--- src/rtl/core/comb_enum_pkg.sv ---
package comb_enum_pkg;

   localparam int unsigned REG_SET_SIZE     = 0;
   localparam int unsigned REG_CHOOSE_COUNT = 1;

   localparam logic [4:0] SET_SIZE_RESET     = 5'd16;
   localparam logic [4:0] CHOOSE_COUNT_RESET = 5'd1;

   typedef enum logic [1:0] {
      ST_IDLE,
      ST_SCAN,
      ST_EMIT
   } state_type;

   typedef struct packed {
      logic load_first;
      logic emit_init;
      logic scan_init;
      logic scan_step;
      logic apply_pivot;
      logic emit_step;
      logic out_load;
      logic out_empty;
   } cmd_type;

   typedef struct packed {
      logic started;
      logic n_lt2;
      logic k_zero;
      logic pivot_hit;
      logic p_zero;
      logic bit_q;
      logic q_at_end;
      logic last_hit;
      logic out_free;
   } status_type;

endpackage

--- src/rtl/core/comb_enum_ctrl.sv ---
module comb_enum_ctrl
   import comb_enum_pkg::*;
(
   input  logic       clock,
   input  logic       reset,
   input  logic       req_valid,
   input  logic       req_restart,
   output logic       req_ready,
   input  status_type status,
   output cmd_type    cmd
);

   state_type state_ff;
   state_type state_in;

   always_ff @(posedge clock) begin
      if (reset) begin
         state_ff <= ST_IDLE;
      end else begin
         state_ff <= state_in;
      end
   end

   always_comb begin
      state_in  = state_ff;
      cmd       = '0;
      req_ready = 1'b0;
      case (state_ff)
         ST_IDLE: begin
            req_ready = 1'b1;
            if (req_valid) begin
               cmd.emit_init = 1'b1;
               if (req_restart || !status.started || status.n_lt2) begin
                  cmd.load_first = 1'b1;
                  state_in       = ST_EMIT;
               end else begin
                  cmd.scan_init = 1'b1;
                  state_in      = ST_SCAN;
               end
            end
         end
         ST_SCAN: begin
            if (status.pivot_hit) begin
               cmd.apply_pivot = 1'b1;
               state_in        = ST_EMIT;
            end else if (status.p_zero) begin
               cmd.load_first = 1'b1;
               state_in       = ST_EMIT;
            end else begin
               cmd.scan_step = 1'b1;
            end
         end
         ST_EMIT: begin
            if (status.k_zero) begin
               if (status.out_free) begin
                  cmd.out_load  = 1'b1;
                  cmd.out_empty = 1'b1;
                  state_in      = ST_IDLE;
               end
            end else if (status.bit_q) begin
               if (status.out_free) begin
                  cmd.out_load = 1'b1;
                  if (status.last_hit || status.q_at_end) begin
                     state_in = ST_IDLE;
                  end else begin
                     cmd.emit_step = 1'b1;
                  end
               end
            end else if (status.q_at_end) begin
               state_in = ST_IDLE;
            end else begin
               cmd.emit_step = 1'b1;
            end
         end
         default: begin
            state_in = ST_IDLE;
         end
      endcase
   end

endmodule

--- src/rtl/core/comb_enum_dp.sv ---
module comb_enum_dp
   import comb_enum_pkg::*;
#(
   parameter int MAX_ELEMENTS = 16
)
(
   input  logic                                   clock,
   input  logic                                   reset,
   input  cmd_type                                cmd,
   input  logic                                   cfg_wr,
   input  logic [$clog2(MAX_ELEMENTS + 1) - 1:0]  n,
   input  logic [$clog2(MAX_ELEMENTS + 1) - 1:0]  k,
   output status_type                             status,
   input  logic                                   rsp_ready,
   output logic                                   rsp_valid,
   output logic [3:0]                             rsp_element_index,
   output logic                                   rsp_present,
   output logic                                   rsp_last_of_subset,
   output logic                                   rsp_final_subset
);

   localparam int CW = $clog2(MAX_ELEMENTS + 1);
   localparam int IW = (MAX_ELEMENTS > 1) ? $clog2(MAX_ELEMENTS) : 1;

   logic [MAX_ELEMENTS-1:0] mask_ff;
   logic [MAX_ELEMENTS-1:0] mask_in;
   logic [IW-1:0]           p_ff;
   logic [CW-1:0]           ones_ff;
   logic [IW-1:0]           q_ff;
   logic [CW-1:0]           seen_ff;
   logic                    started_ff;
   logic                    valid_ff;
   logic [3:0]              idx_ff;
   logic                    present_ff;
   logic                    last_ff;
   logic                    final_ff;

   logic [MAX_ELEMENTS:0]   mask_x;
   logic [CW-1:0]           p1;
   logic [IW-1:0]           n_last;
   logic [CW-1:0]           ones_tot;
   logic [CW-1:0]           n_minus_k;
   logic [MAX_ELEMENTS-1:0] first_mask;
   logic [MAX_ELEMENTS-1:0] pivot_mask;
   logic [MAX_ELEMENTS-1:0] fin_mask;
   logic                    out_free;

   assign mask_x    = {1'b0, mask_ff};
   assign p1        = CW'(p_ff) + 1'b1;
   assign n_last    = IW'(n - 1'b1);
   assign ones_tot  = ones_ff + 1'b1;
   assign n_minus_k = n - k;
   assign out_free  = !valid_ff || rsp_ready;

   always_comb begin
      for (int j = 0; j < MAX_ELEMENTS; j++) begin
         first_mask[j] = (CW + 1)'(j) < {1'b0, k};
         fin_mask[j]   = ((CW + 1)'(j) >= {1'b0, n_minus_k}) && ((CW + 1)'(j) < {1'b0, n});
         if ((CW + 1)'(j) < {1'b0, CW'(p_ff)}) begin
            pivot_mask[j] = mask_ff[j];
         end else if (((CW + 1)'(j) > {1'b0, CW'(p_ff)})
                      && ((CW + 1)'(j) <= ({1'b0, CW'(p_ff)} + {1'b0, ones_tot}))) begin
            pivot_mask[j] = 1'b1;
         end else begin
            pivot_mask[j] = 1'b0;
         end
      end
   end

   always_comb begin
      mask_in = mask_ff;
      if (cmd.load_first) begin
         mask_in = first_mask;
      end else if (cmd.apply_pivot) begin
         mask_in = pivot_mask;
      end
   end

   always_comb begin
      status.started   = started_ff;
      status.n_lt2     = n < CW'(2);
      status.k_zero    = k == '0;
      status.pivot_hit = (p_ff != n_last) && mask_ff[p_ff] && !mask_x[p1];
      status.p_zero    = p_ff == '0;
      status.bit_q     = mask_ff[q_ff];
      status.q_at_end  = q_ff == n_last;
      status.last_hit  = (seen_ff + 1'b1) == k;
      status.out_free  = out_free;
   end

   always_ff @(posedge clock) begin
      if (reset) begin
         mask_ff    <= '0;
         started_ff <= 1'b0;
         valid_ff   <= 1'b0;
      end else begin
         mask_ff <= mask_in;
         if (cfg_wr) begin
            started_ff <= 1'b0;
         end else if (cmd.load_first) begin
            started_ff <= 1'b1;
         end
         if (cmd.out_load) begin
            valid_ff <= 1'b1;
         end else if (rsp_ready) begin
            valid_ff <= 1'b0;
         end
      end
   end

   always_ff @(posedge clock) begin
      if (cmd.scan_init) begin
         p_ff    <= n_last;
         ones_ff <= '0;
      end else if (cmd.scan_step) begin
         p_ff    <= p_ff - 1'b1;
         ones_ff <= ones_ff + CW'(mask_ff[p_ff]);
      end
      if (cmd.emit_init) begin
         q_ff    <= '0;
         seen_ff <= '0;
      end else begin
         if (cmd.emit_step) begin
            q_ff <= q_ff + 1'b1;
         end
         if (cmd.out_load && !cmd.out_empty) begin
            seen_ff <= seen_ff + 1'b1;
         end
      end
      if (cmd.out_load) begin
         if (cmd.out_empty) begin
            idx_ff     <= 4'd0;
            present_ff <= 1'b0;
            last_ff    <= 1'b1;
            final_ff   <= 1'b1;
         end else begin
            idx_ff     <= 4'(q_ff);
            present_ff <= 1'b1;
            last_ff    <= (seen_ff + 1'b1) == k;
            final_ff   <= mask_ff == fin_mask;
         end
      end
   end

   assign rsp_valid          = valid_ff;
   assign rsp_element_index  = idx_ff;
   assign rsp_present        = present_ff;
   assign rsp_last_of_subset = last_ff;
   assign rsp_final_subset   = final_ff;

endmodule

--- src/rtl/core/combination_enumerator.sv ---
// Channel   Ports                                       Direction
// req       req_valid, req_ready, req_restart           in
// rsp       rsp_valid, rsp_ready, rsp_element_index,    out
//           rsp_present, rsp_last_of_subset, rsp_final_subset
// csr       psel, penable, pwrite, paddr, pwdata, prdata, pready
//
// One request transaction is taken at a time, from the idle state.
// Advance scans the mask from the last position down, one bit per cycle, and then
// the index sweep steps through the mask positions up to the last member.
// A stalled rsp transaction holds the sweep at the current member.
// Synchronous reset clears the state machine, the mask, and the output valid.
module combination_enumerator
   import comb_enum_pkg::*;
#(
   parameter int MAX_ELEMENTS = 16
)
(
   input  logic        clock,
   input  logic        reset,
   input  logic        req_valid,
   output logic        req_ready,
   input  logic        req_restart,
   output logic        rsp_valid,
   input  logic        rsp_ready,
   output logic [3:0]  rsp_element_index,
   output logic        rsp_present,
   output logic        rsp_last_of_subset,
   output logic        rsp_final_subset,
   input  logic        psel,
   input  logic        penable,
   input  logic        pwrite,
   input  logic [2:0]  paddr,
   input  logic [31:0] pwdata,
   output logic [31:0] prdata,
   output logic        pready
);

   localparam int CW = $clog2(MAX_ELEMENTS + 1);
   localparam int XW = (CW > 5) ? CW : 5;

   logic [4:0]    set_size_ff;
   logic [4:0]    choose_count_ff;
   logic          cfg_wr;
   logic [XW-1:0] ss_x;
   logic [XW-1:0] cc_x;
   logic [XW-1:0] n_x;
   logic [CW-1:0] n_eff;
   logic [CW-1:0] k_eff;
   cmd_type       cmd;
   status_type    status;

   assign pready = 1'b1;
   assign cfg_wr = psel && penable && pwrite;

   always_ff @(posedge clock) begin
      if (reset) begin
         set_size_ff     <= SET_SIZE_RESET;
         choose_count_ff <= CHOOSE_COUNT_RESET;
      end else if (cfg_wr) begin
         if (paddr[2] == 1'(REG_CHOOSE_COUNT)) begin
            choose_count_ff <= pwdata[4:0];
         end else begin
            set_size_ff <= pwdata[4:0];
         end
      end
   end

   assign prdata = (paddr[2] == 1'(REG_CHOOSE_COUNT)) ? {27'd0, choose_count_ff}
                                                     : {27'd0, set_size_ff};

   assign ss_x = XW'(set_size_ff);
   assign cc_x = XW'(choose_count_ff);

   always_comb begin
      if (ss_x == '0) begin
         n_x = XW'(1);
      end else if (ss_x > XW'(MAX_ELEMENTS)) begin
         n_x = XW'(MAX_ELEMENTS);
      end else begin
         n_x = ss_x;
      end
   end

   assign n_eff = CW'(n_x);
   assign k_eff = (cc_x > n_x) ? CW'(n_x) : CW'(cc_x);

   comb_enum_ctrl u_ctrl (
      .clock       (clock),
      .reset       (reset),
      .req_valid   (req_valid),
      .req_restart (req_restart),
      .req_ready   (req_ready),
      .status      (status),
      .cmd         (cmd)
   );

   comb_enum_dp #(
      .MAX_ELEMENTS (MAX_ELEMENTS)
   ) u_dp (
      .clock              (clock),
      .reset              (reset),
      .cmd                (cmd),
      .cfg_wr             (cfg_wr),
      .n                  (n_eff),
      .k                  (k_eff),
      .status             (status),
      .rsp_ready          (rsp_ready),
      .rsp_valid          (rsp_valid),
      .rsp_element_index  (rsp_element_index),
      .rsp_present        (rsp_present),
      .rsp_last_of_subset (rsp_last_of_subset),
      .rsp_final_subset   (rsp_final_subset)
   );

endmodule

--- config.mk ---
export PLATFORM = sky130hd
export DESIGN_NAME = combination_enumerator
export DESIGN_NICKNAME = d
export VERILOG_FILES = /design/src/rtl/core/comb_enum_pkg.sv /design/src/rtl/core/comb_enum_ctrl.sv /design/src/rtl/core/comb_enum_dp.sv /design/src/rtl/core/combination_enumerator.sv
export SDC_FILE = /design/constraint.sdc
export NUM_CORES = 1
export LEC_CHECK = 0
export ABC_AREA = 0
export BUFFER_PORTS_ARGS = -buffer_cell sky130_fd_sc_hd__buf_2
export CAP_MARGIN = 15
export CORE_MARGIN = 3
export CORE_UTILIZATION = 30
export CTS_CLUSTER_SIZE = 30
export DETAILED_ROUTE_END_ITERATION = 8
export PLACE_DENSITY = 0.53
export SLEW_MARGIN = 20
export SYNTH_ARGS = -nofsm -noshare
export SYNTH_HDL_FRONTEND = slang
export SYNTH_SLANG_ARGS = --single-unit
export TNS_END_PERCENT = 10
--- constraint.sdc ---
create_clock -name clock -period 5.9 [get_ports clock]
set_input_delay 0 -clock clock [delete_from_list [all_inputs] [get_ports clock]]
set_output_delay 0 -clock clock [all_outputs]
set_load 0.05 [all_outputs]
Word-level counts from Yosys, hierarchy flattened
Cells that the tools add are included.

Bits in registers: 55. Bits in latches: 0. Memory bits (writable): 0. Bits in read-only memories: 0. Logic and storage cells: 315. Memories kept: 0.

Add/sub/neg operators: 9. Multipliers: 0. Divide/modulo/power cells: 0. Magnitude comparators: 99. Equality and inequality tests: 27. Shifts and indexed selects: 0. Muxes and demuxes: 80. Bitwise operators: 1. Reduce and logical (&&, ||, !) cells: 70.

Operators with widths (number): < comparator 4 x 5 -> 1 bit (first input constant) (16); two-way mux 1 bit (51); less-or-equal comparator 4 x 6 -> 1 bit (first input constant) (8); greater-or-equal comparator 4 x 5 -> 1 bit (first input constant) (8); < comparator 3 x 5 -> 1 bit (first input constant) (8); logical AND 1 bit (36); AND reduction 2 bit (17); greater-than comparator 4 bit (first input constant) (8); two-way mux 16 bit (2); inequality test 2 bit (second input constant) (16); < comparator 4 bit (first input constant) (7); two-way mux 2 bit (14); less-or-equal comparator 3 x 6 -> 1 bit (first input constant) (4); greater-or-equal comparator 3 x 5 -> 1 bit (first input constant) (4); < comparator 1 x 5 -> 1 bit (first input constant) (4); < comparator 2 x 5 -> 1 bit (first input constant) (4); two-way mux 5 bit (4); equality test 16 bit (1); greater-than comparator 3 x 4 -> 1 bit (first input constant) (4); < comparator 3 x 4 -> 1 bit (first input constant) (4); less-or-equal comparator 2 x 6 -> 1 bit (first input constant) (2); adder 5 x 1 -> 5 bit (second input constant) (2); greater-or-equal comparator 1 x 5 -> 1 bit (first input constant) (2); greater-or-equal comparator 2 x 5 -> 1 bit (first input constant) (2); other kinds (39) (58).

Longest topological paths before layout
Gate-level depths: netlist of run 1.

Depth after elaboration: 14. Depth in mapped cells: 20. Depth with buffers taken out: 17.

Cells and area by module
A second synthesis of run 1 with hierarchy kept.

Cells, all modules: 598. Area total of the unflattened synthesis: 4953.5 um^2.

Modules (own cells, without submodules): comb_enum_dp (times used 1, cells each 456, area an instance 3806.2 um^2, sequential area each 970.9 um^2); combination_enumerator (times used 1, cells each 108, area an instance 894.6 um^2, sequential area each 200.2 um^2); comb_enum_ctrl (times used 1, cells each 34, area an instance 252.7 um^2, sequential area each 40.0 um^2).

Worst setup path before layout of run 1
No wires, ideal clock.

Kind: reg2reg. Start: reg set_size_ff[1]. End: reg u_dp.final_ff (netlist: u_dp.rsp_final_subset), data pin. Arrival time: 4448 ps. Setup slack: 1307 ps. Stages on the path, launching flop included: 19. Path buffers: 1. Period minus slack after synthesis: 4593 ps. Cells stage by stage: dfxtp_1 -> clkbuf_1 -> nor2b_1 -> inv_1 -> ha_1 -> nor2b_1 -> o31a_1 -> o21ai_1 -> mux2i_1 -> inv_1 -> fa_1 -> xor2_1 -> nor3_1 -> a21oi_1 -> xnor2_1 -> nand3_1 -> a2111oi_0 -> o2111ai_1 -> o21ai_1.

Longest elaborated chain between the ends: 9.

Ends and longest elaborated chain: start, declared (line combination_enumerator.sv:41) `logic [4:0] set_size_ff;`; start signal, assigned (line combination_enumerator.sv:63) `set_size_ff <= pwdata[4:0];`; greater-than comparator 5 bit (line combination_enumerator.sv:77) `end else if (ss_x > XW'(MAX_ELEMENTS)) begin`; two-way mux 5 bit (line combination_enumerator.sv:77); two-way mux 5 bit (*) (line combination_enumerator.sv:75) `if (ss_x == '0) begin`; greater-than comparator 5 bit (line combination_enumerator.sv:85) `assign k_eff = (cc_x > n_x) ? CW'(n_x) : CW'(cc_x);`; two-way mux 5 bit (line combination_enumerator.sv:85); subtractor 5 bit (line comb_enum_dp.sv:52) `assign n_minus_k = n - k;`; greater-or-equal comparator 1 x 5 -> 1 bit (tied with other cells) (line comb_enum_dp.sv:58) `fin_mask[j] = ((CW + 1)'(j) >= {1'b0, n_minus_k}) && ((CW + 1)'(j) < {1'b0, n});`; logical AND 1 bit (line comb_enum_dp.sv:58); equality test 16 bit (line comb_enum_dp.sv:140) `final_ff <= mask_ff == fin_mask;`; end signal, assigned (line comb_enum_dp.sv:140); end, declared (line comb_enum_dp.sv:36) `logic final_ff;`.

Every way passes the cells marked *; elsewhere a longest branch is shown, timed or not. A chain may end at the register's enable or synchronous reset.

Worst setup path after layout of run 1
Same ends and word-level chain as after synthesis.

==> impl_metrics.toml, run 1 <==
[die]
die_y_microns = 140.4
rows = 48
placeableCoreArea_sq_um = 17480
dieArea_sq_um = 19720
start_util_pct = 31.01
ios = 85
die_w_microns = 140.4

[timing]
fmaxAchievable_ghz = 0.1888
fin_crit_sh_pct = 89.77
slew_headroom_pct = 36.76
finalSetupTns_ns = 0
maxSlewViolCount = 0
setup_slack_ns = 0.6034
period_minus_slack_ns = 5.297
holdWs_ns = 0.05609
clock_skew_ns = 0.01182
final-setup-viol-count = 0
rsz0062_at_grt = "no"
hold_viol = 0
tightest_slew_ns = 0.9247

[synthesis]
syn-instance-count = 659
async_reset_ff_share_pct = 0
synth-edff-count = 11
yosysTopAreaCellShare_pct = 16.25
synthFlopType = "dfxtp_1"
yosys_warnings = 0
yosys.area.top_type = "dfxtp_1"
ys_types = 82
ys_top_cells_by_area = "dfxtp_1, edfxtp_1, ha_1"
syn_avg_cell_area_sq_um = 8.225
synth_seq_area_share_pct = 22.35
ys_ff_latch = 55
syn_area_sq_um = 5420

[clock_network]
post_cts_buffers = 0
cts_made_buffers = 5
clock_latency_ns = 0.30
htreeDepth = 2
cts.path.max_buffers = 2
cts.sinks = 55
root_buffer = "clkbuf_16"
cts_tree = "built"
clkTransAtPathRegs_ns = 0.08
cts_resized = 0

[finish]
area.growth.synth_to_final_pct = 7.687
nFillCells = 1864
drive_gt1_share_pct = 12.54
nNetsFinal = 737
post-route-util_pct = 33.40
layout_common_cells = "nand2_1, nor2_1, a21oi_1"
final_common_cell = "nand2_1"
multi_input_area_sq_um = 3832
regArea_sq_um = 1211
antenna_cells = 0

[worst_hold_path]
hp-class = "input pin to flip-flop"

[global_route]
gr-total-overflow = 0
antenna_found_initial = 0
grt_max_degree = 34
grt_pass1_wl_mm = 25.09
grtUsageTotal_pct = 15.41
grt_pass1_vias = 4527

[route]
drt_pass1_iterations = 5
wl_met1_mm = 7.664
num_vias = 5019
routed_wl_mm = 15.80
vias_per_cell = 5.608
dr.first_iter.drc_count = 425
post-route-drc-count = 0
dr_wl_met2_mm = 7.083
wl_per_cell_microns = 17.65
topRoutingLayerUsed = "met4"
met3WireLength_microns = 851
ant_nets = 0

[place]
routabilityCongestion = 0.8579
dp_worst_setup_slack_ns = 0.6676
dp_hpwl_mm = 11.87
io_buffers = 27

[run_status]
outcome = "completed"

[worst_setup_path]
crit_fanout = 14
r2r_setup_slack_ns = 0.60
end_kind = "flip-flop"
cp-start-kind = "flip-flop"
arrival_ns = 5.40
max_stage_delay_ns = 0.51
worstPathCellList = "nor4_1 > a21o_1 > ha_1 > and4_1 > nand2_1 > a2bb2oi_1 > nand2_1 > ha_1 > fa_1 > xor2_1 > nor3_1 > a21oi_1 > xnor2_1 > nand3_1 > a2111oi_0 > o2111ai_1 > o21ai_1"
cp_slowest_cell = "nor4_1"
cp_data_required_time_ns = 6.00
crit_type = "flip-flop to flip-flop"

[flow_run]
maxCapViolCount = 0

[power]
irDropWorstVdd_uv = 221.2
power.leakage_uw = 0.002305
p_total_uw = 1540
power.density_nw_per_um2 = 263.9
==> final timing paths <==
check | from | end | cells past startpoint
hold / removal | rsp_ready | u_dp.rsp_valid | 3
hold reg to reg | u_dp.seen_ff[1] | u_dp.seen_ff[1] | 2
setup / recovery | set_size_ff[1] | u_dp.rsp_final_subset | 17
setup reg to reg | set_size_ff[1] | u_dp.rsp_final_subset | 17
==> metrics by stage <==
step / instances / cell area, sq um
floorplan: 685 / 5518
global placement: 882 / 5633
detailed placement: 882 / 5633
CTS: 895 / 5833
global route: 895 / 5837
finish: 895 / 5837
==> sequential cells by signal, indices dropped and copies added (netlist names) <==
name / flops
u_dp.mask_ff: 16
cc_x: 5
set_size_ff: 5
u_dp.ones_ff: 5
u_dp.seen_ff: 5
u_dp.p_ff: 4
u_dp.q_ff: 4
u_dp.rsp_element_index: 4
u_ctrl.state_ff: 2
u_dp.rsp_final_subset: 1
u_dp.rsp_last_of_subset: 1
u_dp.rsp_present: 1
u_dp.rsp_valid: 1
u_dp.started_ff: 1
==> logic make-up after synthesis <==
kind of cell	synth area share, %
xor gates and xnor gates	5.817
other	0.1386
buffers and inverters	8.818
adders and majority gates	6.233
and+or+nand+nor	20.75
muxes	11.80
AOI/OAI and AO/OA	24.10
DFF	22.35
==> worst max-delay path, delay by kind of cell (launching register included) <==
family | cells | cell delay (ns)
compound gates | 6 | 1.83
simple gates | 6 | 1.23
flops | 1 | 0.46
xor+xnor | 2 | 0.61
fa+ha+maj | 3 | 0.96
==> layer usage <==
| layer | up-vias | GRT usage, % |
|---|---|---|
| met1 | 2415 | 23.08 |
| met3 | 14 | 2.083 |
| met5 | - | 0 |
| met4 | 0 | 2.907 |
| li1 | 2433 | - |
| met2 | 157 | 23.74 |
==> power by group <==
part | internal, uW | switching [uW] | total, uW
combinational | 275 | 454 | 728
clock | 160 | 152 | 312
sequential | 424 | 76.1 | 500
==> cell usage after synthesis, types with 7 or more instances <==
| library cell | count |
|---|---|
| nand2b_1 | 8 |
| o31ai_1 | 7 |
| a21o_1 | 9 |
| nor4_1 | 8 |
| ha_1 | 23 |
| xor2_1 | 11 |
| mux2i_1 | 23 |
| a21oi_1 | 48 |
| o21ai_0 | 27 |
| xnor2_1 | 25 |
| nand3_1 | 23 |
| inv_1 | 20 |
| a211oi_1 | 9 |
| nor2_1 | 47 |
| buf_2 | 7 |
| nor3_1 | 16 |
| edfxtp_1 | 11 |
| nor2b_1 | 14 |
| a31oi_1 | 10 |
| and2_1 | 9 |
| clkbuf_1 | 23 |
| nand2_1 | 53 |
| dfxtp_1 | 44 |
| buf_4 | 32 |
| mux4_2 | 12 |
==> final cells by class <==
cell class	count	share of cell area (%)
Sequential cell	55	20.75
Clock inverter	3	0.4287
Multi-Input combinational cell	541	65.66
Timing Repair Buffer	45	4.845
Clock buffer	5	2.144
Inverter	21	1.350
Tap cell	225	4.823
==> timing repair <==
item                                    4_1_cts  5_1_grt
endpoints found under the setup margin        0        0
hold buffers                                  5        0
hold endpoints to repair                      9        0
Note: power is estimated with default switching activity, not from simulation.
==> inputs of run 2 (changes only) <==
- HOLD_SLACK_MARGIN: unset -> 0.02
- clock period: 5.9 -> 4.9 ns (I/O delays scaled with it)
==> impl_metrics.toml, run 2 (synthesis results as in run 1) <==
[timing]
fin_crit_sh_pct = 93.46
period_minus_slack_ns = 4.580
maxSlewViolCount = 0
final-setup-viol-count = 0
holdWs_ns = 0.05643
tightest_slew_ns = 0.8304
hold_viol = 0
slew_headroom_pct = 43.06
finalSetupTns_ns = 0
clock_skew_ns = 0.01632
rsz0062_at_grt = "no"
fmaxAchievable_ghz = 0.2184

[global_route]
grt_pass1_vias = 4453
grtUsageTotal_pct = 15.67
antenna_found_initial = 0
grt_pass1_wl_mm = 25.12
grt_use_met1_pct = 23.26
grt_busiest_layer = "met2"
grt_max_degree = 34
grtUsageMet3_pct = 1.605
grt_use_met2_pct = 24.72
gr-total-overflow = 0

[clock_network]
cts.sinks = 55
clkTransAtPathRegs_ns = 0.08
clock_latency_ns = 0.31
cts_made_buffers = 5
cts_tree = "built"
root_buffer = "clkbuf_16"
htreeDepth = 2
cts.path.max_buffers = 2

[worst_setup_path]
arrival_ns = 4.73
end_kind = "flip-flop"
rr_worst_depth = 17
crit_fanout = 8
r2r_end = "u_dp.rsp_final_subset"
crit_type = "flip-flop to flip-flop"
crit_family = "compound AO/OA/AOI/OAI gates"
cp_slowest_cell = "fa_1"
worstPathCellList = "nor2b_1 > inv_1 > ha_1 > nor2b_1 > o31a_1 > o21ai_1 > mux2i_1 > inv_1 > fa_1 > xor2_1 > nor3_2 > a21oi_1 > xnor2_1 > nand3_1 > a2111oi_0 > o2111ai_1 > o21ai_1"
r2r_setup_slack_ns = 0.32
cp-start-kind = "flip-flop"
cp_data_required_time_ns = 5.05
reg2reg_from = "set_size_ff[1]"
crit_buf_inv = 2
max_stage_delay_ns = 0.46

[route]
post-route-drc-count = 0
drt_pass1_iterations = 5
vias_per_cell = 5.503
dr.first_iter.drc_count = 383
routed_wl_mm = 15.84
wl_per_cell_microns = 17.50
num_vias = 4980
ant_nets = 0

[finish]
area.growth.synth_to_final_pct = 9.880
drive_gt1_share_pct = 13.82
nFillCells = 1832
antenna_cells = 0
registers.top_by_ff_count = "u_dp.mask_ff"
final_common_cell = "nand2_1"
largest_reg_flops = 16
nNetsFinal = 747
layout_common_cells = "nand2_1, a21oi_1, nor2_1"
fin_cells = 905

[power]
power.density_nw_per_um2 = 330.6
p_total_uw = 1969
irDropWorstVdd_uv = 215.0
power.leakage_uw = 0.002380

[worst_hold_path]
holdPathStages = 3
hp-class = "input pin to flip-flop"
holdPathEnd = "u_dp.rsp_valid"
worstHoldStart = "rsp_ready"

[die]
die_w_microns = 140.4
rows = 48
die_y_microns = 140.4
placeableCoreArea_sq_um = 17480
ios = 85
start_util_pct = 31.01
dieArea_sq_um = 19720

[run_status]
outcome = "completed"

[place]
io_buffers = 27
routabilityCongestion = 0.8805
dp_hpwl_mm = 12.19
place_inst = 892

[flow_run]
maxCapViolCount = 0
run 2: cell types whose count changed in the layout (fill, tap and decap cells not counted):
cell       delta
buf_4        +10
bufinv_16     +2
clkinv_4      -2
a21oi_1       +1
a21oi_2       -1
nor3_1        -1
nor3_2        +1
run 2: worst max-delay path by stage:
stage                               from                     to  slack, ns  cells after the start
final                     set_size_ff[1]  u_dp.rsp_final_subset       0.32                     17
after floorplan           set_size_ff[1]  u_dp.rsp_final_subset       0.31                     18
after CTS                 set_size_ff[1]  u_dp.rsp_final_subset       0.24                     17
after global placement    set_size_ff[1]  u_dp.rsp_final_subset       0.43                     15
after global routing      set_size_ff[1]  u_dp.rsp_final_subset     0.0008                     17
after detailed placement  set_size_ff[1]  u_dp.rsp_final_subset       0.29                     17
run 2: layout make-up:
| type | instances | area, sq um | share of cell area, % |
|---|---|---|---|
| well taps | 225 | 281.5 | 4.727 |
| multi-input cells | 541 | 3834 | 64.37 |
| inverters | 21 | 78.83 | 1.324 |
| flip-flops and latches | 55 | 1211 | 20.34 |
| clock buffers | 5 | 125.1 | 2.101 |
| clock inverters | 3 | 67.56 | 1.134 |
| repair buffers | 55 | 357.8 | 6.008 |
run 2: per-stage QoR:
stage / cell area [sq um] / util [%] / worst slack (ns)
after floorplan: 5518 / - / 0.3071
after detailed placement: 5708 / 32.66 / 0.2863
after global placement: 5708 / 32.66 / 0.4277
after CTS: 5951 / 34.05 / 0.2395
after global routing: 5956 / 34.08 / 0.0008069
final: 5956 / 34.08 / 0.3204
run 2: layer usage:
metal | vias to the layer above | part of all wire, %
met2 | 147 | 45
met4 | 0 | 1.4
li1 | 2443 | -
met1 | 2374 | 49
met5 | - | 0
met3 | 16 | 4.3
run 2: repair_timing:
action	CTS	global route
resized for setup	0	1
hold buffers	5	0
buffers inserted	0	0
hold endpoints to repair	9	0
endpoints found under the setup margin	0	1
run 2: power breakdown:
group / leakage, uW / switching (uW) / internal [uW]
Clock: 0.0000900 / 184 / 293
Combinational: 0.00183 / 545 / 346
Sequential: 0.000460 / 90.0 / 511
Total: 0.00238 / 819 / 1150
run 2: worst reg2reg max path: cells and delay by family (launching register included):
family	cells	cell delay [ns]
AOI/OAI and AO/OA	6	1.70
xor gates and xnor gates	2	0.41
adders and majority gates	2	0.77
buffers and inverters	2	0.27
DFF	1	0.41
muxes	1	0.28
and+or+nand+nor	4	0.59
